===== src/design/lbh_pkg.sv =====
// lbh_pkg: shared types, constants and the mix round for the lookup2 byte hash.
// No dependencies; imported by every module of the block.
package lbh_pkg;

    localparam logic [31:0] GOLDEN_SEED = 32'h9e3779b9;
    localparam int          BLOCK_BYTES = 12;
    localparam int          MIX_STEPS   = 9;
    localparam int          FILL_W      = 4;

    typedef struct packed {
        logic [31:0] a;
        logic [31:0] b;
        logic [31:0] c;
    } lbh_abc_t;

    // One queued request: an optional full block, an optional key end.
    typedef struct packed {
        logic        start;
        logic        has_block;
        logic        has_final;
        lbh_abc_t    blk;
        lbh_abc_t    fin;
        logic [31:0] seed;
    } lbh_cmd_t;

    function automatic lbh_abc_t mix_step(input logic [3:0] idx, input lbh_abc_t s);
        lbh_abc_t r;
        r = s;
        case (idx)
            4'd0:    r.a = (s.a - s.b - s.c) ^ (s.c >> 13);
            4'd1:    r.b = (s.b - s.c - s.a) ^ (s.a << 8);
            4'd2:    r.c = (s.c - s.a - s.b) ^ (s.b >> 13);
            4'd3:    r.a = (s.a - s.b - s.c) ^ (s.c >> 12);
            4'd4:    r.b = (s.b - s.c - s.a) ^ (s.a << 16);
            4'd5:    r.c = (s.c - s.a - s.b) ^ (s.b >> 5);
            4'd6:    r.a = (s.a - s.b - s.c) ^ (s.c >> 3);
            4'd7:    r.b = (s.b - s.c - s.a) ^ (s.a << 10);
            4'd8:    r.c = (s.c - s.a - s.b) ^ (s.b >> 15);
            default: r = s;
        endcase
        return r;
    endfunction

endpackage


===== src/design/lbh_front.sv =====
// lbh_front: accepts key bytes, gathers 12-byte blocks, builds tail words and
// pushes block / key-end requests into the queue. Depends on lbh_pkg.
module lbh_front
    import lbh_pkg::*;
(
    input  logic        clk,
    input  logic        rst_n,
    input  logic        cfg_we,
    input  logic [31:0] cfg_wdata,
    input  logic        in_valid,
    output logic        in_stall,
    input  logic [7:0]  data_byte,
    input  logic        byte_present,
    input  logic        last,
    input  logic        q_full,
    output logic        push,
    output lbh_cmd_t    cmd
);

    logic [31:0]       init_value_reg;
    logic [31:0]       seed_reg;
    logic              key_open_reg;
    logic              chain_reg;
    logic [FILL_W-1:0] fill_reg;
    logic [31:0]       len_reg;
    logic [7:0]        blk_buf_reg [BLOCK_BYTES];

    logic              accept;
    logic              take;
    logic              blk_done;
    logic [FILL_W-1:0] tail_cnt;
    logic [31:0]       len_next;
    logic [7:0]        eff [BLOCK_BYTES];
    logic [7:0]        tb  [BLOCK_BYTES];

    assign in_stall = q_full;
    assign accept   = in_valid && !q_full;
    assign take     = accept && byte_present;
    assign blk_done = take && (fill_reg == FILL_W'(BLOCK_BYTES - 1));
    assign tail_cnt = blk_done ? '0 : fill_reg + {{(FILL_W-1){1'b0}}, take};
    assign len_next = len_reg + {31'b0, take};

    always_comb
    begin
        for (int i = 0; i < BLOCK_BYTES; i++)
        begin
            eff[i] = (take && fill_reg == FILL_W'(i)) ? data_byte : blk_buf_reg[i];
            tb[i]  = (FILL_W'(i) < tail_cnt) ? eff[i] : 8'h00;
        end
    end

    always_comb
    begin
        cmd.start     = !chain_reg;
        cmd.has_block = blk_done;
        cmd.has_final = last;
        cmd.blk.a     = {eff[3], eff[2], eff[1], eff[0]};
        cmd.blk.b     = {eff[7], eff[6], eff[5], eff[4]};
        cmd.blk.c     = {eff[11], eff[10], eff[9], eff[8]};
        cmd.fin.a     = {tb[3], tb[2], tb[1], tb[0]};
        cmd.fin.b     = {tb[7], tb[6], tb[5], tb[4]};
        cmd.fin.c     = {tb[10], tb[9], tb[8], 8'h00} + len_next;
        cmd.seed      = key_open_reg ? seed_reg : init_value_reg;
    end

    assign push = accept && (blk_done || last);

    always_ff @(posedge clk or negedge rst_n)
    begin
        if (!rst_n)
        begin
            init_value_reg <= '0;
            key_open_reg   <= 1'b0;
            chain_reg      <= 1'b0;
            fill_reg       <= '0;
            len_reg        <= '0;
        end
        else
        begin
            if (cfg_we)
            begin
                init_value_reg <= cfg_wdata;
            end
            if (accept)
            begin
                if (last)
                begin
                    key_open_reg <= 1'b0;
                    chain_reg    <= 1'b0;
                    fill_reg     <= '0;
                    len_reg      <= '0;
                end
                else if (take)
                begin
                    key_open_reg <= 1'b1;
                    len_reg      <= len_next;
                    if (blk_done)
                    begin
                        fill_reg  <= '0;
                        chain_reg <= 1'b1;
                    end
                    else
                    begin
                        fill_reg <= fill_reg + 1'b1;
                    end
                end
            end
        end
    end

    always_ff @(posedge clk)
    begin
        if (take)
        begin
            blk_buf_reg[fill_reg] <= data_byte;
            if (!key_open_reg)
            begin
                seed_reg <= init_value_reg;
            end
        end
    end

endmodule


===== src/design/lbh_queue.sv =====
// lbh_queue: short FIFO of requests between front and back.
// Depends on lbh_pkg for the request type.
module lbh_queue
    import lbh_pkg::*;
#(
    parameter int DEPTH = 4
)
(
    input  logic     clk,
    input  logic     rst_n,
    input  logic     push,
    input  lbh_cmd_t push_cmd,
    output logic     full,
    input  logic     pop,
    output lbh_cmd_t head,
    output logic     nonempty
);

    localparam int             PTR_W    = $clog2(DEPTH);
    localparam int             CNT_W    = $clog2(DEPTH + 1);
    localparam logic [PTR_W-1:0] PTR_LAST = PTR_W'(DEPTH - 1);
    localparam logic [CNT_W-1:0] CNT_FULL = CNT_W'(DEPTH);

    lbh_cmd_t         entry_reg [DEPTH];
    logic [PTR_W-1:0] wr_ptr_reg;
    logic [PTR_W-1:0] rd_ptr_reg;
    logic [CNT_W-1:0] count_reg;

    assign full     = (count_reg == CNT_FULL);
    assign nonempty = (count_reg != '0);
    assign head     = entry_reg[rd_ptr_reg];

    always_ff @(posedge clk or negedge rst_n)
    begin
        if (!rst_n)
        begin
            wr_ptr_reg <= '0;
            rd_ptr_reg <= '0;
            count_reg  <= '0;
        end
        else
        begin
            if (push)
            begin
                wr_ptr_reg <= (wr_ptr_reg == PTR_LAST) ? '0 : wr_ptr_reg + 1'b1;
            end
            if (pop)
            begin
                rd_ptr_reg <= (rd_ptr_reg == PTR_LAST) ? '0 : rd_ptr_reg + 1'b1;
            end
            if (push && !pop)
            begin
                count_reg <= count_reg + 1'b1;
            end
            else if (pop && !push)
            begin
                count_reg <= count_reg - 1'b1;
            end
        end
    end

    always_ff @(posedge clk)
    begin
        if (push)
        begin
            entry_reg[wr_ptr_reg] <= push_cmd;
        end
    end

endmodule


===== src/design/lbh_back.sv =====
// lbh_back: issues queued requests into a nine-stage mix pipeline, keeps the
// running key state and holds the result register. Depends on lbh_pkg.
module lbh_back
    import lbh_pkg::*;
(
    input  logic        clk,
    input  logic        rst_n,
    input  logic        q_nonempty,
    input  lbh_cmd_t    head,
    output logic        pop,
    output logic        out_valid,
    input  logic        out_stall,
    output logic [31:0] hash_value
);

    localparam int L = MIX_STEPS;

    logic        phase_reg;
    logic        busy_reg;
    lbh_abc_t    acc_reg;
    logic        vld_reg [L + 1];
    logic        fin_reg [L + 1];
    lbh_abc_t    abc_reg [L + 1];
    logic        out_valid_reg;
    logic [31:0] out_hash_reg;

    logic        advance;
    logic        blk_phase;
    logic        is_start;
    logic        issue;
    logic        exit_blk;
    logic        load;
    lbh_abc_t    base;
    lbh_abc_t    addend;
    lbh_abc_t    issue_abc;

    assign advance   = !(vld_reg[L] && fin_reg[L] && out_valid_reg && out_stall);
    assign blk_phase = head.has_block && !phase_reg;
    assign is_start  = blk_phase ? head.start : (head.start && !head.has_block);
    assign issue     = q_nonempty && advance && (!busy_reg || (is_start && !blk_phase));
    assign pop       = issue && (!blk_phase || !head.has_final);
    assign exit_blk  = advance && vld_reg[L] && !fin_reg[L];
    assign load      = advance && vld_reg[L] && fin_reg[L];

    always_comb
    begin
        base        = is_start
                    ? lbh_abc_t'{a: GOLDEN_SEED, b: GOLDEN_SEED, c: head.seed}
                    : acc_reg;
        addend      = blk_phase ? head.blk : head.fin;
        issue_abc.a = base.a + addend.a;
        issue_abc.b = base.b + addend.b;
        issue_abc.c = base.c + addend.c;
    end

    always_ff @(posedge clk or negedge rst_n)
    begin
        if (!rst_n)
        begin
            phase_reg     <= 1'b0;
            busy_reg      <= 1'b0;
            out_valid_reg <= 1'b0;
            for (int k = 0; k <= L; k++)
            begin
                vld_reg[k] <= 1'b0;
            end
        end
        else
        begin
            if (pop)
            begin
                phase_reg <= 1'b0;
            end
            else if (issue && blk_phase)
            begin
                phase_reg <= 1'b1;
            end
            if (issue && blk_phase)
            begin
                busy_reg <= 1'b1;
            end
            else if (exit_blk)
            begin
                busy_reg <= 1'b0;
            end
            if (advance)
            begin
                vld_reg[0] <= issue;
                for (int k = 1; k <= L; k++)
                begin
                    vld_reg[k] <= vld_reg[k-1];
                end
            end
            out_valid_reg <= load || (out_valid_reg && out_stall);
        end
    end

    always_ff @(posedge clk)
    begin
        if (advance)
        begin
            fin_reg[0] <= !blk_phase;
            abc_reg[0] <= issue_abc;
            for (int k = 1; k <= L; k++)
            begin
                fin_reg[k] <= fin_reg[k-1];
                abc_reg[k] <= mix_step(4'(k - 1), abc_reg[k-1]);
            end
        end
        if (exit_blk)
        begin
            acc_reg <= abc_reg[L];
        end
        if (load)
        begin
            out_hash_reg <= abc_reg[L].c;
        end
    end

    assign out_valid  = out_valid_reg;
    assign hash_value = out_hash_reg;

endmodule


===== src/design/lookup2_byte_hash.sv =====
// lookup2_byte_hash: 32-bit lookup2 hash of a key streamed one byte per request.
// A byte is taken every cycle while the request queue has room; each full 12-byte
// block and each key end run through a nine-stage mix pipeline, and hash_value is
// loaded into the result register from the last stage when the key end leaves it.
// A key end that follows its own block closely waits for that block's mix to leave
// the pipeline; the QUEUE_DEPTH-entry request queue (at least 2) absorbs that wait
// unless short keys arriving meanwhile fill it, which stalls the input. init_value
// seeds the third word and is picked up at the first byte of each key.
module lookup2_byte_hash
    import lbh_pkg::*;
#(
    parameter int QUEUE_DEPTH = 4
)
(
    input  logic        clk,
    input  logic        rst_n,
    input  logic        cfg_we,
    input  logic [31:0] cfg_wdata,
    input  logic        in_valid,
    output logic        in_stall,
    input  logic [7:0]  data_byte,
    input  logic        byte_present,
    input  logic        last,
    output logic        out_valid,
    input  logic        out_stall,
    output logic [31:0] hash_value
);

    logic     push;
    logic     q_full;
    logic     q_nonempty;
    logic     pop;
    lbh_cmd_t push_cmd;
    lbh_cmd_t head;

    lbh_front u_front (
        .clk          (clk),
        .rst_n        (rst_n),
        .cfg_we       (cfg_we),
        .cfg_wdata    (cfg_wdata),
        .in_valid     (in_valid),
        .in_stall     (in_stall),
        .data_byte    (data_byte),
        .byte_present (byte_present),
        .last         (last),
        .q_full       (q_full),
        .push         (push),
        .cmd          (push_cmd)
    );

    lbh_queue #(
        .DEPTH (QUEUE_DEPTH)
    ) u_queue (
        .clk      (clk),
        .rst_n    (rst_n),
        .push     (push),
        .push_cmd (push_cmd),
        .full     (q_full),
        .pop      (pop),
        .head     (head),
        .nonempty (q_nonempty)
    );

    lbh_back u_back (
        .clk        (clk),
        .rst_n      (rst_n),
        .q_nonempty (q_nonempty),
        .head       (head),
        .pop        (pop),
        .out_valid  (out_valid),
        .out_stall  (out_stall),
        .hash_value (hash_value)
    );

endmodule


===== config.mk =====
export PLATFORM = sky130hd
export DESIGN_NAME = lookup2_byte_hash
export DESIGN_NICKNAME = d
export VERILOG_FILES = /design/src/design/lbh_pkg.sv /design/src/design/lbh_front.sv /design/src/design/lbh_queue.sv /design/src/design/lbh_back.sv /design/src/design/lookup2_byte_hash.sv
export SDC_FILE = /design/constraint.sdc
export NUM_CORES = 2
export LEC_CHECK = 0
export BUFFER_PORTS_ARGS = -buffer_cell sky130_fd_sc_hd__buf_2
export CAP_MARGIN = 20
export CORE_MARGIN = 10
export CORE_UTILIZATION = 69
export DETAILED_ROUTE_END_ITERATION = 12
export PLACE_DENSITY = 0.95
export SYNTH_ARGS = -nofsm -noshare
export SYNTH_HDL_FRONTEND = slang
export SYNTH_SLANG_ARGS = --single-unit

===== constraint.sdc =====
create_clock -name clk -period 86 [get_ports clk]
set_input_delay 12.9 -clock clk [delete_from_list [all_inputs] [get_ports clk]]
set_output_delay 12.9 -clock clk [all_outputs]
set_load 0.05 [all_outputs]

==> flow_summary.ini <==
[status]
outcome = completed

[detailed_routing]
routedWlPerCell_um = 30.6
ant_nets = 0
num_vias = 62649
drt_wl_total_um = 286000
via_per_inst = 6.71
firstDrtPassIters = 8
drc_errors = 0
drtIter0Drc = 8088

[clock_tree]
cts-root-buf = clkbuf_16
clk_latency_ns = 0.86
cts.sinks = 2224
holdBufCountCts = 0
cts_tree = yes
clockBufferDepth = 3
ctsHtreeMaxLevel = 4
clk_pin_slew_ns = 0.06
cts_setup_buffers = 0
cts_inserted_buffers = 209
cts_resized = 0

[floorplanning]
rows = 143
initial_core_util = 0.695
die_x_um = 412
dieArea_mm2 = 0.170
die_y_um = 412
fp.coreArea_mm2 = 0.152
ios = 81

[logic_synthesis]
synth_xor_area_frac = 0.0524
yosys.area_share.simple = 0.0449
synth_cells = 6924
synth_top_area_share = 0.605
synth_edf_count = 2134
yosys_warnings = 0
synth.area.top_cells = edfxtp_1 61%, fa_1 5.3%, ha_1 5.0%, mux4_2 4.8%, xnor2_1 3.7%
synth_area_mm2 = 0.106
synth_compound_area_frac = 0.0657
synth_fa_ha_area_frac = 0.103
synth_fp_nets = 7676
seq_area_frac_synth = 0.626
ys_async_sr_fraction = 0.0405
synth_cell_types = 82
synthFlopType = edfxtp_1
muxShareOfSynthArea = 0.0784
syn_area_per_cell_um2 = 15.3
synth.ff_latch_count = 2224
synth_top_family_by_area = adder cells
synth_top_area_cell = edfxtp_1

[global_route]
overflow = 0
grt_pass1_vias = 63222
antenna_found_initial = 15
grt_pass1_wl_um = 420000
grtUsageTotal = 0.337
grt_max_degree = 187

[worst_setup_path]
worstReg2RegStart = u_queue.count_reg[2]$_DFFE_PN0P_
start_kind = input port
required_ns = 86.60
crit_type = in2reg
cp.arrival_ns = 19.81
worstSetupStartpoint = in_valid
critPathCaptureType = flip-flop
worstPathMaxFanout = 35

[final_layout]
final_area_mm2 = 0.116
stdcell_count = 9334
final_common_cell = edfxtp_1
nNetsFinal = 7871
layout-drive-gt1-share = 0.140
largest_register_ffs = 960
syn_to_final_growth_pct = 9.26
layout_common_cells = 2134 x edfxtp_1, 678 x inv_1, 451 x xnor2_1

[place]
pre_cts_ws_ns = 66.46
io_buffers = 80
dp_hpwl_um = 190000
place_inst = 8937
finalWeightedCongestion = 0.992
placed_area_mm2 = 0.109

[sta]
fin_tns_setup_ns = 0
max_slew_margin = 0.208
fin_skew_ns = 0.0433
finalSetupViolations = 0
fin_crit_sh = 0.223
worst_pin_slew_ns = 1.19
worst_slack_ns = 66.79
min_period_ns = 19.21
max_freq_mhz = 52.1
rsz0062_at_grt = false
final_hold_viol_count = 0
finalMaxSlewViolations = 0

[run]
cap_violations = 0

[worst_hold_path]
worstHoldStart = u_back.abc_reg[9][55]$_DFFE_PN_
worst_hold_path_type = reg2reg
[cell families (layout without fill, tap and decap cells)]
family	after synthesis	count (layout)
adder cells (fa/ha/maj)	705	705
other	0	10
AO/OA/AOI/OAI	1085	1085
XOR/XNOR	633	633
AND/OR/NAND/NOR	943	943
flip-flops	2224	2224
multiplexers	511	511
buffers and inverters	823	1193
[critical path, stage by stage]
cell and delay (ns):
buf_2 0.07, nor2b_1 0.27, nand2_1 0.39, inv_1 0.21, buf_4 0.51, ha_1 0.29, ha_1 0.47, o311ai_2 0.94
nor2b_1 0.22, ha_1 0.34, a21o_1 0.16, a21o_1 0.23, a2111oi_0 0.89, o21ai_0 0.37, a41oi_1 0.51, o211ai_1 0.27
o21ai_0 0.22, nand2b_1 0.07, a21oi_1 0.18, xnor2_1 0.26
[cells in the mapped netlist, types with 20 or more instances]
cell type	number
edfxtp_1	2134
inv_1	678
xnor2_1	451
ha_1	427
a21oi_1	334
fa_1	278
mux2_2	277
nand2_1	259
mux4_2	227
a21o_1	210
o21ai_0	193
xor2_1	182
nor2_1	176
nor2b_1	137
clkbuf_1	123
dfrtp_1	90
nand3_1	62
or2_2	56
nand4_1	50
nand2b_1	49
o21a_1	46
nor3_1	41
a31oi_1	38
o21bai_1	38
and3_1	36
o211ai_1	26
a211oi_1	25
and2_1	23
buf_1	20
o31ai_1	20
[per-layer routing]
metal | vias up | share of wire | routed length, um | GRT usage
met5 | - | 0.00024 | 68 | 0
met4 | 10 | 0.078 | 22100 | 0.205
met3 | 1069 | 0.099 | 28400 | 0.0707
met2 | 4388 | 0.49 | 139000 | 0.554
met1 | 31230 | 0.34 | 96400 | 0.413
li1 | 25952 | - | - | -
[stage by stage]
step | hold slack, ns | utilization
6_report | 0.419 | 0.760
3_3_place_gp | 0.404 | 0.715
5_1_grt | 0.429 | 0.760
4_1_cts | 0.419 | 0.760
2_1_floorplan | 0.400 | -
3_5_place_dp | 0.405 | 0.715
[worst paths after layout]
check / endpoint / slack, ns / cells past startpoint
max: u_queue.entry_reg[2][61]$_DFFE_PP_ / 66.79 / 20
min: u_back.acc_reg[55]$_DFFE_PP_ / 0.42 / 0
max reg2reg: u_queue.entry_reg[2][61]$_DFFE_PP_ / 78.35 / 20
min in group asynchronous: u_queue.count_reg[0]$_DFFE_PN0P_ / 12.09 / 1
min reg2reg: u_back.acc_reg[55]$_DFFE_PP_ / 0.42 / 0
max in group asynchronous: u_front.init_value_reg[13]$_DFFE_PN0P_ / 72.85 / 2
[final cells by class]
class	instances	area, um2
diodes	10	25.0
clock buffers	271	5640
clock inverters	115	1210
fillers	7957	36600
inverters	679	2550
multi-input cells	3877	36500
flip-flops and latches	2224	66300
well taps	2030	2540
repair buffers	128	863
Power is not shown: default switching activity piles up to over one toggle a cycle in this logic, so the estimate is an artifact.
